**src/hdl/dde_pkg.sv**
```systemverilog
// ----------------------------------------------------------------------------
// dde_pkg
// Shared types, widths and constants for the decision-directed LMS equalizer.
// ----------------------------------------------------------------------------
package dde_pkg;

    localparam int SMP_W   = 16;
    localparam int TAP_W   = 24;
    localparam int STEP_W  = 16;
    localparam int GATE_W  = 14;
    localparam int LEAK_W  = 16;
    localparam int CFG_IDX_W = 2;
    localparam int CFG_DATA_W = 16;

    localparam int DEF_TAP_COUNT = 64;
    localparam int DEF_PRE_TAPS  = 8;

    localparam logic signed [TAP_W-1:0] TAP_ONE  = 24'sd65536;
    localparam logic signed [TAP_W-1:0] TAP_MAXV = 24'sd8388607;
    localparam logic signed [TAP_W-1:0] TAP_MINV = -24'sd8388608;

    localparam logic [STEP_W-1:0] STEP_RESET = 16'd5033;
    localparam logic [GATE_W-1:0] GATE_RESET = 14'd2048;
    localparam logic [LEAK_W-1:0] LEAK_RESET = 16'd0;

    // divergence limit: 2500 in Q.32
    localparam logic [63:0] BAIL_ENERGY = 64'd2500 << 32;

    typedef enum logic [CFG_IDX_W-1:0] {
        REG_STEP_SIZE   = 2'd0,
        REG_ERROR_GATE  = 2'd1,
        REG_LEAK_FACTOR = 2'd2,
        REG_UNUSED      = 2'd3
    } cfg_reg_t;

    typedef struct packed {
        logic signed [SMP_W-1:0] sample_in;
        logic                    segment_end;
    } in_item_t;

    typedef struct packed {
        logic signed [SMP_W-1:0] equalized_sample;
        logic                    segment_end_out;
        logic                    taps_restored;
    } out_item_t;

    // control for the row of cells
    typedef struct packed {
        logic shift;
        logic rotate;
        logic restore;
    } cell_ctrl_t;

    // control for the arithmetic unit at the head of the row
    typedef struct packed {
        logic clear;
        logic dot;
        logic update;
        logic leak;
        logic energy;
    } head_ctrl_t;

    function automatic logic signed [TAP_W-1:0] clamp_tap(input logic signed [TAP_W+1:0] v);
        if (v > $signed({{2{TAP_MAXV[TAP_W-1]}}, TAP_MAXV})) begin
            return TAP_MAXV;
        end else if (v < $signed({{2{TAP_MINV[TAP_W-1]}}, TAP_MINV})) begin
            return TAP_MINV;
        end
        return v[TAP_W-1:0];
    endfunction

endpackage

```
**src/hdl/dde_cell.sv**
```systemverilog
// ----------------------------------------------------------------------------
// dde_cell
// One stage of the delay line: holds one sample and one tap weight.
// ----------------------------------------------------------------------------
module dde_cell
    import dde_pkg::*;
#(
    parameter bit IS_IMPULSE = 1'b0
) (
    input  logic                    aclk,
    input  logic                    aresetn,
    input  cell_ctrl_t              ctrl,
    input  logic signed [SMP_W-1:0] sample_nb,
    input  logic signed [TAP_W-1:0] tap_nb,
    output logic signed [SMP_W-1:0] sample_q,
    output logic signed [TAP_W-1:0] tap_q
);

    logic signed [SMP_W-1:0] sample_reg;
    logic signed [TAP_W-1:0] tap_reg;
    logic signed [TAP_W-1:0] impulse_val;

    assign impulse_val = IS_IMPULSE ? TAP_ONE : '0;

    always_ff @(posedge aclk) begin
        if (!aresetn) begin
            sample_reg <= '0;
            tap_reg    <= impulse_val;
        end else begin
            if (ctrl.shift || ctrl.rotate) begin
                sample_reg <= sample_nb;
            end
            if (ctrl.restore) begin
                tap_reg <= impulse_val;
            end else if (ctrl.rotate) begin
                tap_reg <= tap_nb;
            end
        end
    end

    assign sample_q = sample_reg;
    assign tap_q    = tap_reg;

endmodule

```
**config.mk**
```make
export PLATFORM = sky130hd
export DESIGN_NAME = dde_cell
export DESIGN_NICKNAME = d
export VERILOG_FILES = /design/src/hdl/dde_pkg.sv /design/src/hdl/dde_cell.sv
export SDC_FILE = /design/constraint.sdc
export NUM_CORES = 1
export LEC_CHECK = 0
export ABC_AREA = 1
export BUFFER_PORTS_ARGS = -buffer_cell sky130_fd_sc_hd__buf_2
export CAP_MARGIN = 10
export CORE_ASPECT_RATIO = 0.9
export CORE_MARGIN = 10
export CORE_UTILIZATION = 47
export CTS_CLUSTER_DIAMETER = 100
export CTS_CLUSTER_SIZE = 24
export DETAILED_ROUTE_END_ITERATION = 6
export PLACE_DENSITY_LB_ADDON = 0.3
export SLEW_MARGIN = 25
export SYNTH_ARGS = -nofsm -noshare
export SYNTH_HDL_FRONTEND = slang
export SYNTH_SLANG_ARGS = --single-unit
export TNS_END_PERCENT = 100
```
**constraint.sdc**
```tcl
create_clock -name aclk -period 2.2 [get_ports aclk]
set_clock_uncertainty 0.05 [all_clocks]
set_input_delay 0.44 -clock aclk [delete_from_list [all_inputs] [get_ports aclk]]
set_output_delay 0.44 -clock aclk [all_outputs]
set_load 0.005 [all_outputs]
```
## After elaboration in Yosys (flattened, before gate mapping)

Cells that the tools add are included.

| operators by class | value |
|---|---|
| bitwise gates (word level) | 1 |
| reduce and logical (&&, ||, !) cells | 2 |

Operators by type and width:

| kind | count |
|---|---|
| $reduce_or A2 Y1 | 1 |
| $logic_or A1 B1 Y1 | 1 |
| $not A1 Y1 | 1 |

| storage, ports and cells | value |
|---|---|
| flip-flop bits (word level) | 40 |
| input bits | 45 |
| output and inout port bits | 40 |
| word-level logic and storage cells | 5 |

## Logic depth before layout (Yosys ltp)

Gate-level depths: netlist of the first run.

| depth | value |
|---|---|
| word-level depth | 2 |
| depth in mapped cells | 6 |
| depth with buffers taken out | 4 |

## Least setup slack after synthesis of the first run

Ideal clock, no wire load.

| path | value |
|---|---|
| path kind | input port to flip-flop |
| start point | input ctrl[1] (netlist name) |
| end point | register sample_reg[10], in the netlist sample_q[10] |
| library setup time | 113 ps |
| data arrival time | 942 ps |
| data required time | 2037 ps |
| setup slack | 1096 ps |
| stages | 6 |
| buffers on the path | 2 |
| path through | buf_6 > nor2_8 > buf_6 > nand2_1 > nand2_1 > nor2_1 |

| on the way | value |
|---|---|
| word-level cells in the longest chain between the ends | 1 |

Ends and longest elaborated chain:

| item | RTL line | text |
|---|---|---|
| from (decl) | dde_cell.sv:12 | `input cell_ctrl_t ctrl,` |
| $logic_or A1 B1 Y1 | dde_cell.sv:30 | `if (ctrl.shift \|\| ctrl.rotate) begin` |
| to (signal assigned) | dde_cell.sv:31 | `sample_reg <= sample_nb;` |
| to (decl) | dde_cell.sv:19 | `logic signed [SMP_W-1:0] sample_reg;` |

No other way between the ends.
A chain may end at the register's enable or synchronous reset.

## Worst setup path after layout of the first run

| path | value |
|---|---|
| start point | register tap_reg[22], in the netlist tap_q[22] |
| end point | output tap_q[22] |

RTL lines:

| item | RTL line | text |
|---|---|---|
| from (decl) | dde_cell.sv:20 | `logic signed [TAP_W-1:0] tap_reg;` |
| from (signal assigned) | dde_cell.sv:28 | `tap_reg <= impulse_val;` |
| from (signal assigned) | dde_cell.sv:34 | `tap_reg <= impulse_val;` |
| from (signal assigned) | dde_cell.sv:36 | `tap_reg <= tap_nb;` |
| to (decl) | dde_cell.sv:16 | `output logic signed [TAP_W-1:0] tap_q` |

No word-level cell between the ends.

==> results of run 1 <==
[flip-flops by register name (all words and copies together) (netlist names)]
register / count
tap_q: 24
sample_q: 16
[layout by cell type (no fill, tap or decap)]
cell type / n
buf_2: 84
buf_4: 1
clkbuf_4: 5
inv_2: 1
clkbuf_8: 2
inv_1: 17
nor2_8: 1
nand2_1: 81
nor2_1: 32
dfxtp_1: 40
a21oi_1: 24
[synthesized netlist by cell type]
cell and instances:
dfxtp_1 40, buf_6 6, inv_2 1, nor2_1 32
buf_2 3, nand2_1 81, a21oi_1 24, inv_1 17
buf_4 3, nor2_8 1
[cells by family after synthesis]
logic type / after synthesis / share of synthesized area
simple gates: 114 / 0.289
flops: 40 / 0.521
buf+inv: 30 / 0.112
compound gates: 24 / 0.0781
[how the worst min path moves through the flow]
stage                   to  cells past startpoint          from  slack (ns)
3_5_place_dp     tap_q[20]                      2     tap_q[20]        0.40
2_1_floorplan    tap_q[10]                      2     tap_q[10]        0.40
4_1_cts        sample_q[5]                      3  sample_nb[5]        0.26
6_report       sample_q[6]                      3  sample_nb[6]        0.26
3_3_place_gp      tap_q[7]                      2      tap_q[7]        0.39
5_1_grt        sample_q[3]                      3  sample_nb[3]        0.25
[power groups by stage]
stage | logic [mW] | clock network (mW) | registers [mW]
after detailed placement | 0.178 | 0 | 0.791
after global routing | 0.202 | 0.444 | 0.778
final | 0.176 | 0.398 | 0.774
after global placement | 0.176 | 0 | 0.790
after CTS | 0.180 | 0.413 | 0.774
after floorplan | 0.0978 | 0 | 0.796
[metrics by stage]
stage / instances / total power, mW / area [µm²] / utilization
after floorplan: 208 / 0.893 / 1540 / -
final: 330 / 1.35 / 1980 / 0.640
after global routing: 330 / 1.42 / 1980 / 0.640
after detailed placement: 323 / 0.969 / 1910 / 0.619
after CTS: 330 / 1.37 / 1980 / 0.640
after global placement: 323 / 0.966 / 1910 / 0.619
[layout make-up]
cell class / count / area (µm²)
multi-input combinational: 138 / 564
fill: 298 / 1110
clock buffer: 7 / 65.1
inverter: 18 / 67.6
tap: 42 / 52.6
sequential: 40 / 801
timing repair buffer: 85 / 428
[routing by layer]
layer,GRT usage,vias up,wire length (µm)
li1,-,781,-
met1,0.126,635,1560
met2,0.225,49,1910
met3,0.0699,8,434
met4,0.0527,0,57
met5,0,-,0
==> impl_metrics.yaml, run 1 <==
setup_path:
  r2r_slack_ns: 1.51
  worstSetupPathType: "reg2out"
  r2r-end: "sample_q[15]"
  cp_top_family: "flip-flops"
  worstPathRequired_ns: 1.71
  crit_path_top_delay_cell: "dfxtp_1"
  path_depth: 1
  rr_worst_depth: 4
  crit_fanout: 2
  timing.rr.start: "sample_q[15]"
  start_kind: "flop"
  cp_cell_sequence: "buf_2"
  arrival_ns: 0.81
  critPathMaxStageDelay_ns: 0.36
  worst-path-buf-inv: 1
  end_kind: "primary output"
  endpoint: "tap_q[22]"
  crit_path_start: "tap_q[22]"
pwr:
  power.internal_mw: 1.02
  power_frac_comb: 0.131
  p_sw_frac: 0.243
  power.share.clock: 0.295
  p_sw_mw: 0.327
  powerDensity_nw_per_um2: 682
  power_frac_seq: 0.574
  leakagePower_nw: 1.05
  ir_drop_mv: 0.414
global_routing:
  grt_pass1_vias: 1405
  grt-ovfl-total: 0
  grt_pass1_wl_um: 6180
  grt_use_total: 0.129
  antenna_found_initial: 0
  grt_max_degree: 33
synthesis:
  yosysWarnings: 0
  yosysTopAreaCell: "dfxtp_1"
  ys_seq_area_frac: 0.521
  syn-cell-area_um2: 1540
  synth_cells: 208
  yosys_register_bits: 40
  netlist.area_leader.share: 0.521
  avgSynthCellArea_um2: 7.39
  syn-num-nets: 253
  synth_area_leaders: "dfxtp_1 (52%), nand2_1 (20%), a21oi_1 (7.8%), nor2_1 (7.8%), buf_6 (4.4%)"
  yosys.cell_types.count: 10
timing:
  postLayoutSetupSlackWorst_ns: 0.897
  period_share: 0.592
  fmax_mhz: 767
  hold_violations: 0
  slew_viol_final: 0
  worst-slew-pin-transition_ns: 0.520
  whs_ns: 0.265
  setup_viol: 0
  period_minus_slack_ns: 1.30
  tns_ns: 0
  rsz0062_at_grt: "no"
  relSlewSlack: 0.653
floorplan:
  dieArea_um2: 5960
  die_w_um: 80.3
  die_y_um: 74.3
  num_rows: 19
  initial_utilization: 0.498
  core_um2: 3090
  pin_count: 85
route:
  drt_iter0_drc: 88
  ant_nets: 0
  drt_wl_total_um: 3970
  viasPerCell: 4.46
  drtPass1Iterations: 4
  dr_total_vias: 1473
  avgRoutedWirePerCell_um: 12.0
  drc_errors: 0
cts:
  clockBufferDepth: 2
  cts_root_buf: "clkbuf_4"
  cts.sinks: 40
  cts_resized: 0
  clock_latency_ns: 0.34
  cts_hold_buf: 0
  cts_tree: "yes"
  numCtsBuffers: 5
  cts_setup_buffers: 0
  h-tree-depth: 2
  cts.clk_slew.worst_paths_ns: 0.11
job:
  max_cap_violations: 0
placed_design:
  place_ws_ns: 0.625
  port_buffers: 84
  dpl.hpwl_um: 3040
  gp_congestion: 0.743
layout:
  fin_nets: 333
  area_delta_synth_final_pct: 28.6
  antenna_cells: 0
  drive_above_1_share: 0.326
run_status:
  status: "complete, no violations"
hold_path:
  hold_class: "in2reg"
(Power assumes the default switching activity.)
==> inputs of run 2 (changes only) <==
--- a/config.mk
+++ b/config.mk
@@ -10,7 +10,7 @@
 export CAP_MARGIN = 10
 export CORE_ASPECT_RATIO = 0.9
 export CORE_MARGIN = 10
-export CORE_UTILIZATION = 47
+export CORE_UTILIZATION = 39
 export CTS_CLUSTER_DIAMETER = 100
 export CTS_CLUSTER_SIZE = 24
 export DETAILED_ROUTE_END_ITERATION = 6
==> constraint.sdc (replaced) <==
create_clock -name aclk -period 1.1 [get_ports aclk]
set_clock_uncertainty 0.05 [all_clocks]
set_input_delay 0.22 -clock aclk [delete_from_list [all_inputs] [get_ports aclk]]
set_output_delay 0.22 -clock aclk [all_outputs]
set_load 0.005 [all_outputs]
==> run 2 against run 1 <==
  * Count of clock-buffer cells in the layout stayed put
  * Cell area is 6.1% higher
  * Worst hold slack worse by 0.16 ns
  * Clock power grew to 3.2 times the previous value
  * Register-to-register slack worse by 1.1 ns
  * Final cell count is 2.7% higher
  * Non-clock buffer count is 4 higher
  * Combinational power is 110% higher
  * Wire length is 1.2% higher
  * Sequential power is 100% higher
  * Utilization is 8.1 points lower
  * Largest cell class unchanged
  * Largest power group unchanged
==> impl_metrics.yaml, run 2 (synthesis results as in run 1) <==
route:
  dr_total_vias: 1439
  drtPass1Iterations: 4
  drc_errors: 0
  ant_nets: 0
  viasPerCell: 4.24
  avgRoutedWirePerCell_um: 11.8
  drt_iter0_drc: 80
  drt_wl_total_um: 4010
cts:
  cts_root_buf: "clkbuf_8"
  cts_resized: 0
  h-tree-depth: 2
  cts_hold_buf: 0
  cts_setup_buffers: 0
  clock_latency_ns: 0.28
  cts.sinks: 40
  clockBufferDepth: 2
  numCtsBuffers: 5
  cts.clk_slew.worst_paths_ns: 0.07
  cts_tree: "yes"
placed_design:
  port_buffers: 84
  placed_cell_area_um2: 1970
  dpl.hpwl_um: 3020
  gp_congestion: 0.718
setup_path:
  r2r-end: "sample_q[4]"
  worstSetupPathType: "reg2out"
  timing.rr.start: "sample_q[4]"
  crit_fanout: 2
  worst-path-buf-inv: 1
  worstPathRequired_ns: 0.83
  r2r_slack_ns: 0.43
  arrival_ns: 0.75
  critPathMaxStageDelay_ns: 0.34
  cp_top_family: "flip-flops"
  end_kind: "primary output"
  cp_cell_sequence: "buf_2"
  start_kind: "flop"
  crit_path_top_delay_cell: "dfxtp_1"
  rr_worst_depth: 4
pwr:
  p_sw_mw: 0.698
  power_frac_seq: 0.485
  power_frac_comb: 0.117
  power.internal_mw: 2.50
  power.share.clock: 0.399
  powerDensity_nw_per_um2: 1520
  power_mw: 3.20
  ir_drop_mv: 1.09
  leakagePower_nw: 1.11
  p_sw_frac: 0.218
floorplan:
  num_rows: 21
  die_w_um: 86.2
  initial_utilization: 0.409
  core_um2: 3760
  pin_count: 85
  dieArea_um2: 6860
  die_y_um: 79.6
layout:
  largest_reg_flops: 24
  fill_cells: 378
  layout_common_cells: "buf_2 (84), nand2_1 (81), dfxtp_1 (40)"
  fin_nets: 337
  area_delta_synth_final_pct: 36.5
  drive_above_1_share: 0.338
  design_area_um2: 2100
  antenna_cells: 0
  final_common_cell: "buf_2"
global_routing:
  grt_use_total: 0.118
  grt_max_degree: 33
  antenna_found_initial: 0
  grt_pass1_vias: 1410
  grt-ovfl-total: 0
  grt_pass1_wl_um: 6530
timing:
  worst-slew-pin-transition_ns: 0.258
  rsz0062_at_grt: "no"
  relSlewSlack: 0.828
  tns_ns: 0
  fmax_mhz: 982
  hold_violations: 0
  setup_viol: 0
  slew_viol_final: 0
  period_share: 0.926
  period_minus_slack_ns: 1.02
hold_path:
  hold_class: "in2reg"
  min_to: "sample_q[6]"
  hold_path.startpoint: "sample_nb[6]"
  min_path_cells: 3
run_status:
  status: "complete, no violations"
job:
  max_cap_violations: 0
## run 2: changes by cell type in the layout (fill, tap and decap cells not counted)
cell / delta
clkbuf_4: -5
clkbuf_8: +5
buf_12: +2
buf_4: +2
bufinv_16: +1
## run 2: cell type report
class / instances / area, µm² / area share
timing repair buffer: 89 / 483 / 0.230
clock inverter: 1 / 30.0 / 0.0143
multi-input combinational: 138 / 564 / 0.269
inverter: 18 / 67.6 / 0.0322
clock buffer: 7 / 96.3 / 0.0459
sequential: 40 / 801 / 0.381
tap: 46 / 57.6 / 0.0274
## run 2: through the flow
stage / instances / hold slack [ns] / setup WS, ns / util
finish: 339 / 0.102 / 0.0816 / 0.559
global route: 339 / 0.0944 / 0.0154 / 0.559
CTS: 339 / 0.0937 / 0.0643 / 0.559
detailed placement: 331 / 0.399 / 0.0391 / 0.525
global placement: 331 / 0.390 / 0.0839 / 0.525
floorplan: 208 / 0.305 / 0.216 / -
## run 2: worst max-delay path by stage
stage / startpoint / endpoint / slack, ns / cells after the start
finish: tap_q[16] / tap_q[16] / 0.08 / 1
global route: tap_q[6] / tap_q[6] / 0.02 / 1
global placement: ctrl[1] / tap_q[17] / 0.08 / 4
detailed placement: ctrl[1] / tap_q[6] / 0.04 / 4
floorplan: ctrl[1] / sample_q[10] / 0.22 / 6
CTS: tap_q[6] / tap_q[6] / 0.06 / 1
## run 2: power by group through the flow
stage                     Sequential, mW  Clock, mW  Combinational [mW]
after detailed placement            1.58          0               0.379
after floorplan                     1.59          0               0.196
after global placement              1.58          0               0.377
after CTS                           1.55       1.32               0.380
final                               1.55       1.27               0.373
after global routing                1.56       1.40               0.429
## run 2: per-layer routing
layer	vias up	part of all wire	routed length [µm]	track usage
li1	788	-	-	-
met1	605	0.41	1640	0.125
met2	42	0.49	1950	0.192
met3	4	0.095	382	0.0745
met4	0	0.010	40	0.0340
met5	-	0	0	0
==> inputs of run 3 (changes only) <==
--- a/config.mk
+++ b/config.mk
@@ -8,7 +8,7 @@
 export ABC_AREA = 1
 export BUFFER_PORTS_ARGS = -buffer_cell sky130_fd_sc_hd__buf_2
 export CAP_MARGIN = 10
-export CORE_ASPECT_RATIO = 0.9
+export CORE_ASPECT_RATIO = 1.75
 export CORE_MARGIN = 10
 export CORE_UTILIZATION = 39
 export CTS_CLUSTER_DIAMETER = 100
==> run 3 against run 2 <==
  * Combinational power about the same
  * Register-to-register slack about the same
  * Clock power decreased by 6%
  * Sequential share of layout area increased by 0.30 points
  * Fmax increased by 0.86%
  * Cell area decreased by 0.77%
  * Critical path type unchanged
  * Critical endpoint is now tap_q[4]
  * Largest cell class unchanged
  * Largest power group unchanged
==> impl_metrics.yaml, run 3 (synthesis results as in run 1) <==
layout:
  fin_nets: 336
  fin_cells: 340
  area_delta_synth_final_pct: 35.5
  drive_above_1_share: 0.336
  antenna_cells: 0
  layout_common_cells: "buf_2 (84), nand2_1 (81), dfxtp_1 (40)"
  final_common_cell: "buf_2"
  design_area_um2: 2080
  largest_reg_flops: 24
setup_path:
  crit_path_top_delay_cell: "dfxtp_1"
  worstPathRequired_ns: 0.83
  end_kind: "primary output"
  cp_cell_sequence: "buf_2"
  arrival_ns: 0.74
  worst-path-buf-inv: 1
  timing.rr.start: "sample_q[6]"
  rr_worst_depth: 4
  cp_top_family: "flip-flops"
  r2r_slack_ns: 0.44
  critPathMaxStageDelay_ns: 0.34
  r2r-end: "sample_q[6]"
  start_kind: "flop"
  crit_fanout: 2
  worstSetupPathType: "reg2out"
floorplan:
  dieArea_um2: 6950
  core_um2: 3830
  die_w_um: 67.5
  pin_count: 85
  num_rows: 30
  die_y_um: 103
  initial_utilization: 0.402
cts:
  h-tree-depth: 2
  cts_root_buf: "clkbuf_8"
  numCtsBuffers: 5
  cts.clk_slew.worst_paths_ns: 0.08
  cts_tree: "yes"
  clockBufferDepth: 2
  clock_latency_ns: 0.28
  cts.sinks: 40
  cts_hold_buf: 0
  cts_setup_buffers: 0
  cts_resized: 0
pwr:
  power_frac_comb: 0.120
  power.internal_mw: 2.38
  p_sw_mw: 0.727
  powerDensity_nw_per_um2: 1490
  ir_drop_mv: 1.21
  power_frac_seq: 0.498
  p_sw_frac: 0.234
  power.share.clock: 0.382
  leakagePower_nw: 1.09
timing:
  setup_viol: 0
  hold_violations: 0
  tns_ns: 0
  relSlewSlack: 0.749
  fmax_mhz: 990
  postLayoutSetupSlackWorst_ns: 0.0903
  period_minus_slack_ns: 1.01
  period_share: 0.918
  slew_viol_final: 0
  worst-slew-pin-transition_ns: 0.376
  rsz0062_at_grt: "no"
global_routing:
  grt_use_total: 0.116
  grt_pass1_wl_um: 6320
  antenna_found_initial: 0
  met3_usage: 0.0903
  grt_pass1_vias: 1480
  met1_usage: 0.0952
  grt_max_degree: 33
  top_usage_layer: "met2"
  grt_use_met2: 0.200
  grt-ovfl-total: 0
hold_path:
  hold_class: "in2reg"
  hold_path.startpoint: "sample_nb[7]"
  min_to: "sample_q[7]"
  min_path_cells: 3
job:
  max_cap_violations: 0
route:
  drc_errors: 0
  drt_iter0_drc: 75
  ant_nets: 0
  drtPass1Iterations: 4
  avgRoutedWirePerCell_um: 11.7
  drt_wl_total_um: 3980
  viasPerCell: 4.33
  dr_total_vias: 1472
placed_design:
  placed_cell_area_um2: 1970
  place_ws_ns: 0.0262
  gp_congestion: 0.705
  dpl.hpwl_um: 3130
  port_buffers: 84
  dp_cells: 332
run_status:
  status: "complete, no violations"
## run 3: changes by cell type in the layout (fill, tap and decap cells not counted), sizes merged
cell      previous run  this run
buf                 89        88
clkinvlp             0         1
clkbuf               7         5
inv                 18        19
## run 3: metrics by stage
stage               hold WS, ns   util  total power, mW
floorplan                 0.305      -             1.79
global placement          0.389  0.514             1.95
detailed placement        0.399  0.514             1.96
CTS                      0.0935  0.544             3.17
global route              0.102  0.544             3.29
finish                    0.104  0.544             3.11
## run 3: final cells by class
cell class | count | area, µm²
sequential | 40 | 801
multi-input combinational | 138 | 564
inverter | 18 | 67.6
clock buffer | 5 | 68.8
clock inverter | 3 | 46.3
timing repair buffer | 88 | 475
tap | 48 | 60.1
fill | 415 | 1750
## run 3: how the worst max path moves through the flow
stage	start	depth (start not counted)	endpoint	slack, ns
final	tap_q[4]	1	tap_q[4]	0.09
after floorplan	ctrl[1]	6	sample_q[10]	0.22
after detailed placement	ctrl[1]	4	tap_q[9]	0.03
after global placement	ctrl[1]	4	tap_q[23]	0.05
after global routing	tap_q[2]	1	tap_q[2]	0.005
after CTS	tap_q[19]	1	tap_q[19]	0.07
## run 3: power by group through the flow
| stage | combinational [mW] | sequential, mW | clock (mW) |
|---|---|---|---|
| after detailed placement | 0.380 | 1.58 | 0 |
| final | 0.372 | 1.55 | 1.19 |
| after global routing | 0.428 | 1.56 | 1.30 |
| after CTS | 0.383 | 1.55 | 1.24 |
| after floorplan | 0.196 | 1.59 | 0 |
| after global placement | 0.373 | 1.58 | 0 |
## run 3: routing by layer
| metal | vias up | wire (µm) |
|---|---|---|
| li1 | 787 | - |
| met1 | 627 | 1350 |
| met2 | 56 | 1970 |
| met3 | 2 | 619 |
| met4 | 0 | 34 |
| met5 | - | 0 |
